File: config.mk
export PLATFORM = sky130hd
export DESIGN_NAME = aapr_cfg_regs
export DESIGN_NICKNAME = d
export VERILOG_FILES = /design/src/sv/aapr_pkg.sv /design/src/sv/aapr_cfg_regs.sv
export SDC_FILE = /design/constraint.sdc
export NUM_CORES = 1
export LEC_CHECK = 0
export ABC_AREA = 1
export BUFFER_PORTS_ARGS = -buffer_cell sky130_fd_sc_hd__buf_2
export CAP_MARGIN = 15
export CELL_PAD_IN_SITES_DETAIL_PLACEMENT = 1
export CELL_PAD_IN_SITES_GLOBAL_PLACEMENT = 2
export CORE_MARGIN = 10
export CORE_UTILIZATION = 33
export CTS_BUF_LIST = sky130_fd_sc_hd__clkbuf_2 sky130_fd_sc_hd__clkbuf_4 sky130_fd_sc_hd__clkbuf_8
export DETAILED_ROUTE_END_ITERATION = 6
export PLACE_DENSITY_LB_ADDON = 0.1
export SLEW_MARGIN = 20
export SYNTH_ARGS = -nofsm -noshare
export SYNTH_HDL_FRONTEND = slang
export SYNTH_SLANG_ARGS = --single-unit
File: constraint.sdc
create_clock -name clk -period 2.6 [get_ports clk]
set_input_delay 0.39 -clock clk [delete_from_list [all_inputs] [get_ports clk]]
set_output_delay 0.39 -clock clk [all_outputs]
set_load 0.01 [all_outputs]
File: src/sv/aapr_pkg.sv
// shared types, register codes and widths for the axis-angle point rotation core
// no dependencies; used by every module of the block

package aapr_pkg;

    localparam int COORD_W      = 32;
    localparam int CFG_W        = 16;
    localparam int CFG_IDX_W    = 3;
    localparam int COEF_W       = 30;
    localparam int PROD_W       = COORD_W + COEF_W;
    localparam int SUM_W        = 64;
    localparam int COEF_LATENCY = 3;
    localparam int SETTLE_W     = 2;

    // register indexes on the configuration port
    localparam logic [CFG_IDX_W-1:0] CFG_COS    = 3'd0;
    localparam logic [CFG_IDX_W-1:0] CFG_SIN    = 3'd1;
    localparam logic [CFG_IDX_W-1:0] CFG_AXIS_X = 3'd2;
    localparam logic [CFG_IDX_W-1:0] CFG_AXIS_Y = 3'd3;
    localparam logic [CFG_IDX_W-1:0] CFG_AXIS_Z = 3'd4;

    localparam logic signed [CFG_W-1:0] ONE_Q14 = 16'sd16384;

    typedef struct packed {
        logic signed [COORD_W-1:0] point_x;
        logic signed [COORD_W-1:0] point_y;
        logic signed [COORD_W-1:0] point_z;
    } point_in_t;

    typedef struct packed {
        logic signed [COORD_W-1:0] rotated_x;
        logic signed [COORD_W-1:0] rotated_y;
        logic signed [COORD_W-1:0] rotated_z;
    } point_out_t;

    typedef struct packed {
        logic signed [CFG_W-1:0] cos_of_angle;
        logic signed [CFG_W-1:0] sin_of_angle;
        logic signed [CFG_W-1:0] axis_x;
        logic signed [CFG_W-1:0] axis_y;
        logic signed [CFG_W-1:0] axis_z;
    } cfg_t;

    typedef logic signed [COEF_W-1:0] coef_word_t;

    // rotation matrix in Q.24, indexed [row][column]
    typedef coef_word_t [2:0][2:0] coef_t;

endpackage

File: src/sv/aapr_cfg_regs.sv
// configuration registers and the settle counter that holds off points
// while the matrix recomputes; depends on aapr_pkg

module aapr_cfg_regs
(
    input  logic                             clk,
    input  logic                             rst_n,
    input  logic                             cfg_valid,
    output logic                             cfg_ready,
    input  logic [aapr_pkg::CFG_IDX_W-1:0]   cfg_index,
    input  logic [aapr_pkg::CFG_W-1:0]       cfg_data,
    output aapr_pkg::cfg_t                   cfg,
    output logic                             busy
);

    aapr_pkg::cfg_t                  cfg_reg;
    aapr_pkg::cfg_t                  cfg_next;
    logic [aapr_pkg::SETTLE_W-1:0]   settle_reg;
    logic [aapr_pkg::SETTLE_W-1:0]   settle_next;
    logic                            wr;

    assign cfg_ready = 1'b1;
    assign wr        = cfg_valid && cfg_ready;

    always_comb
    begin
        cfg_next = cfg_reg;
        if (wr)
        begin
            unique case (cfg_index)
                aapr_pkg::CFG_COS:    cfg_next.cos_of_angle = cfg_data;
                aapr_pkg::CFG_SIN:    cfg_next.sin_of_angle = cfg_data;
                aapr_pkg::CFG_AXIS_X: cfg_next.axis_x       = cfg_data;
                aapr_pkg::CFG_AXIS_Y: cfg_next.axis_y       = cfg_data;
                aapr_pkg::CFG_AXIS_Z: cfg_next.axis_z       = cfg_data;
                default:              cfg_next              = cfg_reg;
            endcase
        end
    end

    always_comb
    begin
        settle_next = settle_reg;
        if (wr)
        begin
            settle_next = aapr_pkg::SETTLE_W'(aapr_pkg::COEF_LATENCY);
        end
        else if (settle_reg != '0)
        begin
            settle_next = settle_reg - 1'b1;
        end
    end

    always_ff @(posedge clk or negedge rst_n)
    begin
        if (!rst_n)
        begin
            cfg_reg.cos_of_angle <= aapr_pkg::ONE_Q14;
            cfg_reg.sin_of_angle <= '0;
            cfg_reg.axis_x       <= '0;
            cfg_reg.axis_y       <= '0;
            cfg_reg.axis_z       <= aapr_pkg::ONE_Q14;
            // coefficient registers carry no reset, so wait for them to fill
            settle_reg           <= aapr_pkg::SETTLE_W'(aapr_pkg::COEF_LATENCY);
        end
        else
        begin
            cfg_reg    <= cfg_next;
            settle_reg <= settle_next;
        end
    end

    assign cfg  = cfg_reg;
    assign busy = (settle_reg != '0);

endmodule

* Word level (Yosys, flattened, before mapping) *
Cells that the tools add are included.

cells by class
  add/sub/neg operators = 1
  equal/unequal tests = 4
  mux-type cells = 2
  reductions and logical operators = 8

operator list
  operator                                          count
  AND reduction 2 bit                               5
  == test 3 x 2 -> 1 bit, second input constant     2
  2-to-1 mux 2 bit                                  2
  nonzero test 2 bit                                2
  == test 3 x 1 -> 1 bit, second input constant     1
  == test 3 bit, second input constant              1
  logical NOT 3 bit                                 1
  subtractor 2 x 1 -> 2 bit, second input constant  1

storage, ports and cells
  register bits = 82
  input port bits = 22
  output and inout bits = 82
  logic and storage cells = 21

* Depth between registers and ports, before layout *
  depth after elaboration = 3
  mapped depth = 6
  mapped depth without buffers = 5

* Least setup slack after synthesis *
Ideal clock, no wire load.

  path type = register to output
  start = reg settle_reg[0] (netlist name)
  end = out busy
  arrival = 0.866 ns
  required time = 2.210 ns
  setup slack = 1.344 ns
  stages on the path, launching flop included = 4
  path buffers = 0
  cells stage by stage = dfstp_2 > inv_1 > ha_1 > inv_1

on the way
  word-level cells in the longest chain between the ends = 1

RTL lines
  what                    line                 text
  start, declared         aapr_cfg_regs.sv:18  logic [aapr_pkg::SETTLE_W-1:0] settle_reg;
  start signal, assigned  aapr_cfg_regs.sv:64  settle_reg <= aapr_pkg::SETTLE_W'(aapr_pkg::COEF_LATENCY);
  start signal, assigned  aapr_cfg_regs.sv:69  settle_reg <= settle_next;
  nonzero test 2 bit      aapr_cfg_regs.sv:74  assign busy = (settle_reg != '0);
  end, declared           aapr_cfg_regs.sv:13  output logic busy

Every way passes these cells.

* Worst setup path in the final report *
Ends and elaborated chain as after synthesis.

==> results.py <==
metrics = {
    "status": {
        "status": "completed",
    },
    "run": {
        "cap_violations": 0,
    },
    "logic_synthesis": {
        "synth_area_leaders": "dfrtp_1 59%, nand2_1 20%, nand3_1 9.6%",
        "synthXorXnorAreaFrac": 0,
        "syn_area_um2": 3332,
        "postSynthCellCount": 368,
        "yosysMostFrequentCell": "nand2_1",
        "ys_warn_count": 0,
        "synth_flop_cell": "dfrtp_1",
        "yosysSeqAreaShare": 0.6173,
        "synthArstFlopShare": 1.000,
        "synth_top_family_by_area": "simple AND/OR/NAND/NOR gates",
        "syn_nets": 391,
        "synth-edff-count": 0,
        "synth_compound_area_frac": 0.006008,
        "yosys.area.top_type": "dfrtp_1",
        "synth_commonest_cells": "178 x nand2_1, 78 x dfrtp_1, 64 x nand3_1",
        "synthSimpleGateAreaFrac": 0.3259,
        "synth-seq-cells": 82,
        "muxShareOfSynthArea": 0,
        "syn_avg_cell_area_um2": 9.054,
        "synth-adder-area-share": 0.003755,
        "synth_cell_types": 17,
        "synth_top_area_frac": 0.5858,
    },
    "timing": {
        "finalMaxSlewViolations": 0,
        "max_freq_mhz": 566.9,
        "setup_violations": 0,
        "period_share": 0.6785,
        "layout_setup_ws_ns": 0.8360,
        "rsz0062_at_grt": "no",
        "timing_hold_violations_final": 0,
        "post-route-min-period_ns": 1.764,
        "setup_tns_ns": 0,
        "finalClockSkew_ns": 0.00007569,
    },
    "cells_and_area": {
        "stdcell_area_um2": 4167,
        "largest_register_ffs": 80,
        "layout.nets": 490,
        "drive_above_1_share": 0.2987,
        "final_util": 0.4243,
        "n_antenna_cell": 0,
        "areaGrowthSynthToFinish_pct": 25.05,
    },
    "setup_path": {
        "startpoint_type": "register",
        "reg2reg_slack_ns": 1.44,
        "crit_arrival_ns": 1.37,
        "reg2regPathDepth": 4,
        "crit_path_end_kind": "output port",
        "worst-path-max-fanout": 5,
        "crit_type": "register to output port",
        "worstPathRequired_ns": 2.21,
    },
    "grt": {
        "grt_pass1_wl_mm": 17.32,
        "overflow": 0,
        "grt_max_degree": 52,
        "grt_usage": 0.1521,
        "grt_pass1_vias": 3094,
        "grtUsageMet1": 0.1910,
        "top_usage_layer": "met2",
        "grt_util_met2": 0.2452,
        "use_met3": 0.04095,
        "antenna_found_initial": 0,
    },
    "routing": {
        "drc": 0,
        "drt_pass1_iterations": 4,
        "wl_per_cell_um": 18.10,
        "ant_nets": 0,
        "via_count": 2792,
        "drt-initial-drc-count": 124,
        "finalWirelength_mm": 10.95,
        "viasPerCell": 4.615,
    },
    "die": {
        "die_height_um": 120.5,
        "die_x_um": 120.5,
        "core_area_um2": 9819,
        "die_area_um2": 14520,
        "io_pins": 104,
        "rows": 36,
        "initial_core_util": 0.3393,
    },
    "power_and_ir_drop": {
        "p_leak_uw": 0.002376,
        "pwr_density_cell_nw_per_um2": 832.1,
        "ir_drop_uv": 251.2,
    },
    "placed_design": {
        "portBuffers": 102,
        "gp_congestion": 0.7393,
        "postPlaceCellArea_um2": 3928,
        "dp.final_hpwl_mm": 7.537,
        "dp_slack_ns": 0.8969,
    },
    "cts": {
        "cts_buffers": 9,
        "cts_root_buf": "clkbuf_8",
        "cts_sinks": 82,
        "h-tree-depth": 3,
        "cts_resized": 0,
        "cts.reportedPaths.clkPinSlew_ns": 0.08,
        "max-clock-path-buffers": 2,
        "clk_latency_ns": 0.35,
        "cts_tree": "yes",
    },
    "hold_path": {
        "hold_depth": 3,
        "min_path_type": "input port to register",
    },
}
-- critical path, cell delays in order (launching register included) --
cell and delay (ns):
dfstp_2 0.55, inv_1 0.05, ha_1 0.24, inv_1 0.06
buf_2 0.12
-- where the power goes --
part	switching (µW)	internal (µW)
logic	456	279
clock network	481	591
registers	139	1520
total	1080	2390
-- per-layer routing --
| metal | up-vias | share of wire |
|---|---|---|
| li1 | 1353 | - |
| met1 | 1352 | 0.45 |
| met2 | 77 | 0.47 |
| met3 | 10 | 0.061 |
| met4 | 0 | 0.011 |
| met5 | - | 0 |
-- metrics by stage --
step                      hold slack, ns  total power (µW)  instances
after floorplan                  0.09441              2023        368
after global placement            0.3701              2426        588
after detailed placement          0.3678              2447        588
after CTS                         0.3121              3521        605
after global routing              0.3221              3680        605
final                             0.3193              3467        605
-- final cells by class --
class / count / area (µm²)
clock buffers: 12 / 152.6
clock inverters: 4 / 76.32
fillers: 1231 / 5653
inverters: 9 / 33.78
multi-input cells: 259 / 1122
flip-flops and latches: 82 / 2057
well taps: 133 / 166.4
repair buffers: 106 / 558.0
-- logic make-up (layout without fill, tap and decap cells) --
logic type,count (synthesis),after routing
AO/OA/AOI/OAI,4,4
buffers and inverters,27,131
flip-flops,82,82
adder cells (fa/ha/maj),1,1
other,1,1
AND/OR/NAND/NOR,253,253
-- path summary, 6_finish.rpt --
kind                                                   to                       from
worst max-delay path                                 busy  settle_reg[0]$_DFFE_PN1P_
max in group asynchronous             cfg[14]$_DFFE_PN1P_                      rst_n
worst min-delay path            settle_reg[1]$_DFFE_PN1P_                  cfg_valid
min in group asynchronous             cfg[32]$_DFFE_PN0P_                      rst_n
worst max register to register  settle_reg[0]$_DFFE_PN1P_  settle_reg[0]$_DFFE_PN1P_
worst min register to register        cfg[33]$_DFFE_PN0P_        cfg[33]$_DFFE_PN0P_
-- what timing repair did --
action | CTS | global route
buffers inserted | 0 | 0
endpoints found under the hold margin | 29 | 0
hold buffers | 1 | 0
endpoints found under the setup margin | 0 | 0
-- placed cells by master, fill, tap and decap left out --
| cell type | n |
|---|---|
| clkinv_4 | 1 |
| nor2_8 | 1 |
| clkbuf_4 | 2 |
| clkbuf_8 | 10 |
| inv_2 | 5 |
| buf_2 | 101 |
| nand3_1 | 64 |
| o21ai_0 | 2 |
| buf_12 | 1 |
| nor2_4 | 3 |
| conb_1 | 1 |
| bufinv_16 | 2 |
| a21oi_1 | 2 |
| inv_1 | 4 |
| ha_1 | 1 |
| clkinvlp_4 | 1 |
| dfstp_2 | 4 |
| nor2_2 | 1 |
| dlygate4sd3_1 | 1 |
| nand2_2 | 6 |
| nand2_1 | 178 |
| buf_4 | 3 |
| dfrtp_1 | 78 |
(Power assumes the default switching activity.)
